[src/rtl/pcsl_pkg.sv]
package pcsl_pkg;

    localparam int SLOT_COUNT = 24;
    localparam int PAGE_SHIFT = 12;

    localparam int ADDR_W  = 20;
    localparam int PAGE_W  = ADDR_W - PAGE_SHIFT;
    localparam int OFFS_W  = PAGE_SHIFT;
    localparam int IDX_W   = (SLOT_COUNT > 1) ? $clog2(SLOT_COUNT) : 1;
    localparam int TAG_W   = 8;
    localparam int AGE_W   = 16;
    localparam int CMP_W   = (PAGE_W > TAG_W) ? PAGE_W : TAG_W;

    localparam logic [TAG_W-1:0] EMPTY_TAG = 8'hff;

    localparam int SLOT_OUT_W  = 5;
    localparam int OFFS_OUT_W  = 12;
    localparam int S_TDATA_W   = 24;
    localparam int M_TDATA_W   = 40;

    // carrier walked down the cell chain, one cell per cycle
    typedef struct packed {
        logic              valid;
        logic [PAGE_W-1:0] page;
        logic              hit;
        logic [IDX_W-1:0]  slot;
        logic [AGE_W-1:0]  best;
        logic [IDX_W-1:0]  victim;
        logic [TAG_W-1:0]  victim_tag;
    } t_carry;

    // replacement command broadcast to every cell on a miss
    typedef struct packed {
        logic             en;
        logic [IDX_W-1:0] victim;
        logic [TAG_W-1:0] tag;
    } t_upd;

endpackage

[src/rtl/pcsl_cell.sv]
module pcsl_cell (
    input  logic                       i_clk,
    input  logic                       i_rst_n,
    input  logic [pcsl_pkg::IDX_W-1:0] i_index,
    input  pcsl_pkg::t_carry           i_carry,
    input  pcsl_pkg::t_upd             i_upd,
    output pcsl_pkg::t_carry           o_carry
);

    logic [pcsl_pkg::TAG_W-1:0] r_tag;
    logic [pcsl_pkg::AGE_W-1:0] r_age;
    pcsl_pkg::t_carry           r_carry;
    pcsl_pkg::t_carry           n_carry;
    logic [pcsl_pkg::CMP_W-1:0] w_tag_x;
    logic [pcsl_pkg::CMP_W-1:0] w_page_x;
    logic                       w_mine;

    assign w_tag_x  = pcsl_pkg::CMP_W'(r_tag);
    assign w_page_x = pcsl_pkg::CMP_W'(i_carry.page);
    assign w_mine   = (i_upd.victim == i_index);

    always_comb begin
        n_carry = i_carry;
        if (i_carry.valid) begin
            if (!i_carry.hit && r_tag != pcsl_pkg::EMPTY_TAG && w_tag_x == w_page_x) begin
                n_carry.hit  = 1'b1;
                n_carry.slot = i_index;
            end
            // first cell seeds the victim search
            if (i_index == '0 || r_age > i_carry.best) begin
                n_carry.best       = r_age;
                n_carry.victim     = i_index;
                n_carry.victim_tag = r_tag;
            end
        end
    end

    always_ff @(posedge i_clk) begin
        if (!i_rst_n) begin
            r_tag         <= pcsl_pkg::EMPTY_TAG;
            r_age         <= '0;
            r_carry.valid <= 1'b0;
        end else begin
            r_carry <= n_carry;
            if (i_upd.en) begin
                if (w_mine) begin
                    r_age <= '0;
                    r_tag <= i_upd.tag;
                end else begin
                    r_age <= r_age + 1'b1;
                end
            end
        end
    end

    assign o_carry = r_carry;

endmodule

[src/rtl/page_cache_slot_lookup_aged_fifo.sv]
// channel   | dir | signals                   | contents
// s_axis    | in  | tvalid tready tdata[23:0] | address
// m_axis    | out | tvalid tready tdata[39:0] | slot, offset, fill_page, evicted_page
//           |     | tuser[0]                  | hit
// One transaction at a time; a lookup walks the slot cells one per cycle, then its
// result passes through r_fin (S_FIN) into the output register, and the next address
// is taken only once the previous lookup has left S_FIN for S_IDLE.
// The result sits in an output register; the next address is taken while it waits.
// Synchronous active-low reset empties every slot and clears all ages.
// A stalled result holds the following one in S_FIN, and no address is taken meanwhile.
module page_cache_slot_lookup_aged_fifo (
    input  logic                           i_clk,
    input  logic                           i_rst_n,
    input  logic                           i_s_axis_tvalid,
    output logic                           o_s_axis_tready,
    input  logic [pcsl_pkg::S_TDATA_W-1:0] i_s_axis_tdata,  // [19:0] address
    output logic                           o_m_axis_tvalid,
    input  logic                           i_m_axis_tready,
    // [4:0] slot, [16:5] offset, [24:17] fill_page, [32:25] evicted_page
    output logic [pcsl_pkg::M_TDATA_W-1:0] o_m_axis_tdata,
    output logic                           o_m_axis_tuser   // [0] hit
);

    typedef enum logic [1:0] {S_IDLE, S_RUN, S_FIN} t_state;

    t_state                          r_state, n_state;
    pcsl_pkg::t_carry                r_launch, n_launch;
    pcsl_pkg::t_carry                r_fin, n_fin;
    logic [pcsl_pkg::OFFS_W-1:0]     r_offs, n_offs;
    logic                            r_m_tvalid, n_m_tvalid;
    logic [pcsl_pkg::M_TDATA_W-1:0]  r_m_tdata, n_m_tdata;
    logic                            r_m_tuser, n_m_tuser;

    pcsl_pkg::t_carry                w_chain [0:pcsl_pkg::SLOT_COUNT];
    pcsl_pkg::t_carry                w_tail;
    pcsl_pkg::t_upd                  w_upd;
    logic                            w_in_acc;
    logic                            w_out_free;
    logic [31:0]                     w_slot32;
    logic [31:0]                     w_page32;
    logic [31:0]                     w_offs32;
    logic [31:0]                     w_tail_page32;
    logic [pcsl_pkg::SLOT_OUT_W-1:0] w_slot;
    logic [pcsl_pkg::TAG_W-1:0]      w_fill;
    logic [pcsl_pkg::TAG_W-1:0]      w_evict;

    assign w_chain[0] = r_launch;
    assign w_tail     = w_chain[pcsl_pkg::SLOT_COUNT];

    for (genvar g = 0; g < pcsl_pkg::SLOT_COUNT; g++) begin : g_cell
        pcsl_cell u_cell (
            .i_clk   (i_clk),
            .i_rst_n (i_rst_n),
            .i_index (pcsl_pkg::IDX_W'(g)),
            .i_carry (w_chain[g]),
            .i_upd   (w_upd),
            .o_carry (w_chain[g+1])
        );
    end

    assign w_tail_page32 = 32'(w_tail.page);
    assign w_upd.en      = (r_state == S_RUN) && w_tail.valid && !w_tail.hit;
    assign w_upd.victim  = w_tail.victim;
    assign w_upd.tag     = w_tail_page32[pcsl_pkg::TAG_W-1:0];

    assign o_s_axis_tready = (r_state == S_IDLE);
    assign w_in_acc        = i_s_axis_tvalid && o_s_axis_tready;
    assign w_out_free      = !r_m_tvalid || i_m_axis_tready;

    assign w_slot32 = r_fin.hit ? 32'(r_fin.slot) : 32'(r_fin.victim);
    assign w_page32 = 32'(r_fin.page);
    assign w_offs32 = 32'(r_offs);
    assign w_slot   = w_slot32[pcsl_pkg::SLOT_OUT_W-1:0];
    assign w_fill   = r_fin.hit ? '0 : w_page32[pcsl_pkg::TAG_W-1:0];
    assign w_evict  = r_fin.hit ? '0 : r_fin.victim_tag;

    always_comb begin
        n_state    = r_state;
        n_launch   = r_launch;
        n_fin      = r_fin;
        n_offs     = r_offs;
        n_m_tvalid = r_m_tvalid;
        n_m_tdata  = r_m_tdata;
        n_m_tuser  = r_m_tuser;

        n_launch.valid = 1'b0;
        if (r_m_tvalid && i_m_axis_tready) begin
            n_m_tvalid = 1'b0;
        end

        case (r_state)
            S_IDLE: begin
                if (w_in_acc) begin
                    n_launch.valid      = 1'b1;
                    n_launch.page       = i_s_axis_tdata[pcsl_pkg::ADDR_W-1:pcsl_pkg::PAGE_SHIFT];
                    n_launch.hit        = 1'b0;
                    n_launch.slot       = '0;
                    n_launch.best       = '0;
                    n_launch.victim     = '0;
                    n_launch.victim_tag = '0;
                    n_offs              = i_s_axis_tdata[pcsl_pkg::OFFS_W-1:0];
                    n_state             = S_RUN;
                end
            end
            S_RUN: begin
                if (w_tail.valid) begin
                    n_fin   = w_tail;
                    n_state = S_FIN;
                end
            end
            S_FIN: begin
                if (w_out_free) begin
                    n_m_tvalid = 1'b1;
                    n_m_tuser  = r_fin.hit;
                    n_m_tdata  = {7'd0, w_evict, w_fill,
                                  w_offs32[pcsl_pkg::OFFS_OUT_W-1:0], w_slot};
                    n_state    = S_IDLE;
                end
            end
            default: n_state = S_IDLE;
        endcase
    end

    always_ff @(posedge i_clk) begin
        if (!i_rst_n) begin
            r_state        <= S_IDLE;
            r_launch.valid <= 1'b0;
            r_m_tvalid     <= 1'b0;
        end else begin
            r_state    <= n_state;
            r_launch   <= n_launch;
            r_fin      <= n_fin;
            r_offs     <= n_offs;
            r_m_tvalid <= n_m_tvalid;
            r_m_tdata  <= n_m_tdata;
            r_m_tuser  <= n_m_tuser;
        end
    end

    assign o_m_axis_tvalid = r_m_tvalid;
    assign o_m_axis_tdata  = r_m_tdata;
    assign o_m_axis_tuser  = r_m_tuser;

endmodule

[config.mk]
export PLATFORM = sky130hd
export DESIGN_NAME = page_cache_slot_lookup_aged_fifo
export DESIGN_NICKNAME = d
export VERILOG_FILES = /design/src/rtl/pcsl_pkg.sv /design/src/rtl/pcsl_cell.sv /design/src/rtl/page_cache_slot_lookup_aged_fifo.sv
export SDC_FILE = /design/constraint.sdc
export NUM_CORES = 2
export LEC_CHECK = 0
export ABC_AREA = 1
export CAP_MARGIN = 10
export CORE_ASPECT_RATIO = 0.6
export CORE_UTILIZATION = 49
export DETAILED_ROUTE_END_ITERATION = 8
export DONT_BUFFER_PORTS = 1
export SLEW_MARGIN = 0
export SYNTH_ARGS = -nofsm -noshare
export SYNTH_HDL_FRONTEND = slang
export SYNTH_SLANG_ARGS = --single-unit
[constraint.sdc]
create_clock -name i_clk -period 5.9 [get_ports i_clk]
set_input_delay 0.885 -clock i_clk [delete_from_list [all_inputs] [get_ports i_clk]]
set_output_delay 0.885 -clock i_clk [all_outputs]
set_load 0.02 [all_outputs]
==> results.md <==
- The flow ran to the end, and the final reports show no timing, DRC or antenna violations.
- The floorplan step set the die width to around 520 µm.
- The die height is around 310 µm.
- After synthesis, the mean cell area works out to approximately 8.6 µm².
- The endpoint arrival time on the critical path is 4.45 ns.
- Derived from the worst setup path, the maximum achievable clock frequency is approximately 250 MHz.
- The per-cell routed wire length is between 15 and 20 µm.
- The count of flip-flops with a built-in enable after synthesis is a little over 1000.
- The source-to-sink clock delay at the later pin of the worst-skew pair is about 0.83 ns.
- Along the worst path, the maximum fanout reaches 28.
- The maximum number of pins on one net before global-route repair is between 150 and 200.
- The buffers plus inverters on the worst setup path is 1.
- Dividing the detail-routed via count by the number of cells gives between 5 and 6.
- The count of unique library cells instantiated by Yosys is 53.
- The via count of the first global-routing pass was ~56000.
- The clock passes through at most 4 buffers.
- The critical path goes through inv_1, ha_1, nand2_1, nor2_1, nand2_1, nand2_1, nand2_1, nand2_1, nand2_1, nand2_1, nand2_1.
- The setup slack of the worst register-to-register path is between 1.5 and 2 ns.
- The number of H-tree levels is 4.
- The slew at the pin closest to its max-slew limit is 1.392 ns.
- In the synthesized netlist the async set-or-reset flop fraction comes to 0.
- The sum of routed wire length over all layers is approximately 220000 µm.
- Once detailed placement completed, the half-perimeter wirelength came to about 160000 µm.
- The worst-case IR drop observed on VDD is around 0.24 mV.
- In this run, the number of DRC markers left after iteration 0 of detailed routing was around 7500.
- At the end of routability-driven placement, the weighted congestion stood at ~0.9.
- Summed over all cells, the static leakage comes to roughly 40 nW.
- The final-layout setup total negative slack is 0 ns.
- Synthesis inferred 1639 register bits.
- Yosys printed 0 warnings.
- Clock tree synthesis inserted a total of between 150 and 200 buffers.
- The number of port buffers is 0.
- The aggregate global routing overflow is 0.
- The clock period minus final worst setup slack is 3.939 ns.
- Setup violations remaining at the end of the flow were counted as 0.
- The placeable core area is about 160000 µm².
- The first-pass GRT wire length is 335700 µm.
- Clock-pin slew was measured on the worst setup and hold paths at about 0.06 ns.
- The number of antenna violations at the first check in global routing is 5.
- In this run the remaining antenna-violating nets after routing total 0.
- The worst hold path was traced through 0 stages.
- The startpoint kind of the worst setup timing path is a flop.
- The power density of the placed cells is roughly 280 nW/µm².
- The clock drives roughly 1600 sinks.
- The die covers roughly 160000 µm².
- The reported max-cap violation count is 0.
- Setup repair after global routing left no endpoint under its margin.
- In the final layout, the share of cells above drive strength 1 is 0.04178.
- The kind of cell with the highest combined delay along the critical path is simple AND/OR/NAND/NOR gates.
- The aggregate global-route resource usage is 0.2623.
- The nature of the critical path endpoint is a flop.
- In this run the cell area of the synthesized design comes to about 80000 µm².
- The layout overhead on the synthesized area is 9.844%.
- Power comes to 0.02452 W.
- The clock tree from TritonCTS is yes.
- The max-slew violation count came to 0.
- The slowest stage of the critical path is the sky130_fd_sc_hd__nand2_1 cell.
- The buffer type at the clock tree root is sky130_fd_sc_hd__clkbuf_16.
- Of the synthesized area, sequential elements account for 0.5415.
- In this design, the critical path's most frequently occurring cell is sky130_fd_sc_hd__nand2_1.
- The worst clock skew on the final layout is 0.07547 ns.
- The maximum cell stage delay along the critical path is 0.94 ns.
- In the finished design, the share of the clock period the worst path needs comes to 0.6677.
- The routed layout has about 63000 vias.
- The total setup buffers inserted after CTS is 0.
- The number of buffers inserted for hold repair after clock tree synthesis is 0.
- The logic depth of the worst path, buffers included is 11.
- The remaining design rule violation count is 0.
- The path type of the worst setup path is flop to flop.
- The depth of the most critical reg-to-reg path is 11.
- Synthesis handed over a netlist of 9319 instances.
- In the synthesized netlist the dominant register cell turns out to be sky130_fd_sc_hd__edfxtp_1.
- For this configuration, the core starts out at a cell density of 0.4942.
- The data required time at the worst endpoint is approximately 6.4 ns.
- The first detailed-routing pass took 6 iterations.
- The hold violation count in the final report is 0.
- Hold is met by 0.1600 ns.
- The path type of the worst min-delay path is input port to flop.
- After the last flow step, the layout net total stands at 9727.
- The number of cells upsized or downsized after cts is 0.
- The worst pin sits at a relative slew slack of 0.07197.
- 71 I/O pins were placed.
- The number of core rows is 114.
[synth_stat cells (5+ instances only)]
cell type / n / area [µm²]
sky130_fd_sc_hd__clkbuf_1: 185 / 694.4
sky130_fd_sc_hd__xor2_1: 39 / 341.6
sky130_fd_sc_hd__o2111ai_1: 8 / 70.07
sky130_fd_sc_hd__nor3_1: 130 / 650.6
sky130_fd_sc_hd__a21boi_0: 36 / 270.3
sky130_fd_sc_hd__nand2_1: 2893 / 10860
sky130_fd_sc_hd__nand3b_1: 8 / 60.06
sky130_fd_sc_hd__xnor2_1: 42 / 367.9
sky130_fd_sc_hd__ha_1: 392 / 4905
sky130_fd_sc_hd__a21oi_1: 384 / 1922
sky130_fd_sc_hd__mux2_2: 5 / 56.30
sky130_fd_sc_hd__a31oi_1: 23 / 143.9
sky130_fd_sc_hd__o21bai_1: 21 / 157.7
sky130_fd_sc_hd__o211ai_1: 97 / 728.2
sky130_fd_sc_hd__nand4_1: 112 / 700.7
sky130_fd_sc_hd__or2_2: 20 / 125.1
sky130_fd_sc_hd__edfxtp_1: 1035 / 31080
sky130_fd_sc_hd__o21a_1: 21 / 157.7
sky130_fd_sc_hd__a211oi_1: 57 / 427.9
sky130_fd_sc_hd__buf_1: 13 / 48.80
sky130_fd_sc_hd__o22ai_1: 21 / 131.4
sky130_fd_sc_hd__o211a_1: 6 / 60.06
sky130_fd_sc_hd__o21ai_0: 190 / 950.9
sky130_fd_sc_hd__buf_2: 59 / 295.3
sky130_fd_sc_hd__nor4_1: 10 / 62.56
sky130_fd_sc_hd__inv_1: 1260 / 4730
sky130_fd_sc_hd__nand3_1: 898 / 4494
sky130_fd_sc_hd__nor3_2: 7 / 70.07
sky130_fd_sc_hd__a21o_1: 23 / 172.7
sky130_fd_sc_hd__dfxtp_1: 604 / 12090
sky130_fd_sc_hd__nor2_2: 7 / 43.79
sky130_fd_sc_hd__buf_4: 10 / 75.07
sky130_fd_sc_hd__nor2_1: 659 / 2474
[final cells by class]
cell class                 count  area [µm²]
multi-input combinational   6150       30770
tap                         2146        2685
inverter                    1267        4757
fill                       14592       73750
antenna                        2       5.005
clock inverter                71       875.8
clock buffer                 216        4541
sequential                  1639       43170
timing repair buffer          87       773.2
[routing by layer]
layer / up-vias / routed length (µm) / track usage
met3: 224 / 24950 / 0.06263
met2: 2629 / 78240 / 0.3262
met4: 0 / 2979 / 0.04444
met1: 29353 / 111000 / 0.4448
met5: - / 0 / 0
li1: 30630 / - / -
[where the power goes]
part           total [W]  leakage, nW  switching (W)  internal [W]
logic           0.000917         22.5       0.000671      0.000246
registers         0.0128         15.0       0.000240        0.0126
clock network     0.0108         2.63        0.00452       0.00624
[through the flow]
step / utilization / instances / setup slack, ns / instance area, µm²
2_1_floorplan: - / 9325 / 0.5496 / 79750
3_3_place_gp: 0.5093 / 11289 / 2.215 / 82160
3_5_place_dp: 0.5093 / 11289 / 2.135 / 82160
4_1_cts: 0.5428 / 11576 / 2.062 / 87570
5_1_grt: 0.5428 / 11576 / 1.671 / 87570
6_report: 0.5429 / 11578 / 1.961 / 87580
[state kept, by name, indices dropped and copies added, names as in the netlist]
| name | cells |
|---|---|
| r_launch | 9 |
| g_cell.u_cell.r_age | 384 |
| g_cell.u_cell.o_carry | 978 |
| o_m_axis_tvalid | 1 |
| r_state | 2 |
| r_fin | 27 |
| o_m_axis_tdata | 33 |
| g_cell.u_cell.r_tag | 192 |
| r_offs | 12 |
| o_m_axis_tuser | 1 |
[worst register-to-register path: cells and delay by family, from the launching register on]
kind                     cells  cell delay, ns
adder cells (fa/ha/maj)      1            0.33
AND/OR/NAND/NOR              9            2.64
flip-flops                   1            0.55
buffers and inverters        1            0.11
[final timing paths]
| path | to | start |
|---|---|---|
| setup / recovery | g_cell[20].u_cell.o_carry[14] | g_cell[19].u_cell.o_carry[20] |
| hold / removal | r_offs[5] | i_s_axis_tdata[5] |
| hold reg to reg | o_m_axis_tdata[12] | r_offs[7] |
| setup reg to reg | g_cell[20].u_cell.o_carry[14] | g_cell[19].u_cell.o_carry[20] |
[cells in the final DEF (no fill, tap or decap), drive strengths merged, types with 3 or more instances in the layout]
cell	count
nand2	2895
inv	1265
edfxtp	1035
nand3	900
nor2	667
dfxtp	604
ha	392
a21oi	384
clkbuf	216
o21ai	191
nor3	137
nand4	112
o211ai	97
buf	87
a211oi	57
clkinv	43
xnor2	42
xor2	39
a21boi	37
a21o	23
a31oi	23
or2	22
o22ai	21
o21a	21
o21bai	21
bufinv	19
clkinvlp	11
nor4	10
o2111ai	8
nand3b	8
conb	7
o211a	6
and2	6
mux2	5
o31ai	4
nor3b	4
and3	4
a22o	3
[cell families (layout without fill, tap and decap cells)]
logic type | after synthesis | in the layout | share of synthesized area
AOI/OAI and AO/OA | 899 | 899 | 0.06632
xor gates and xnor gates | 81 | 81 | 0.008898
adders and majority gates | 392 | 392 | 0.06152
buffers and inverters | 1536 | 1641 | 0.07390
DFF | 1639 | 1639 | 0.5415
muxes | 5 | 5 | 0.0007062
other | 1 | 9 | 0.00004704
and+or+nand+nor | 4766 | 4766 | 0.2471
Note: power is estimated with default switching activity, not from simulation.
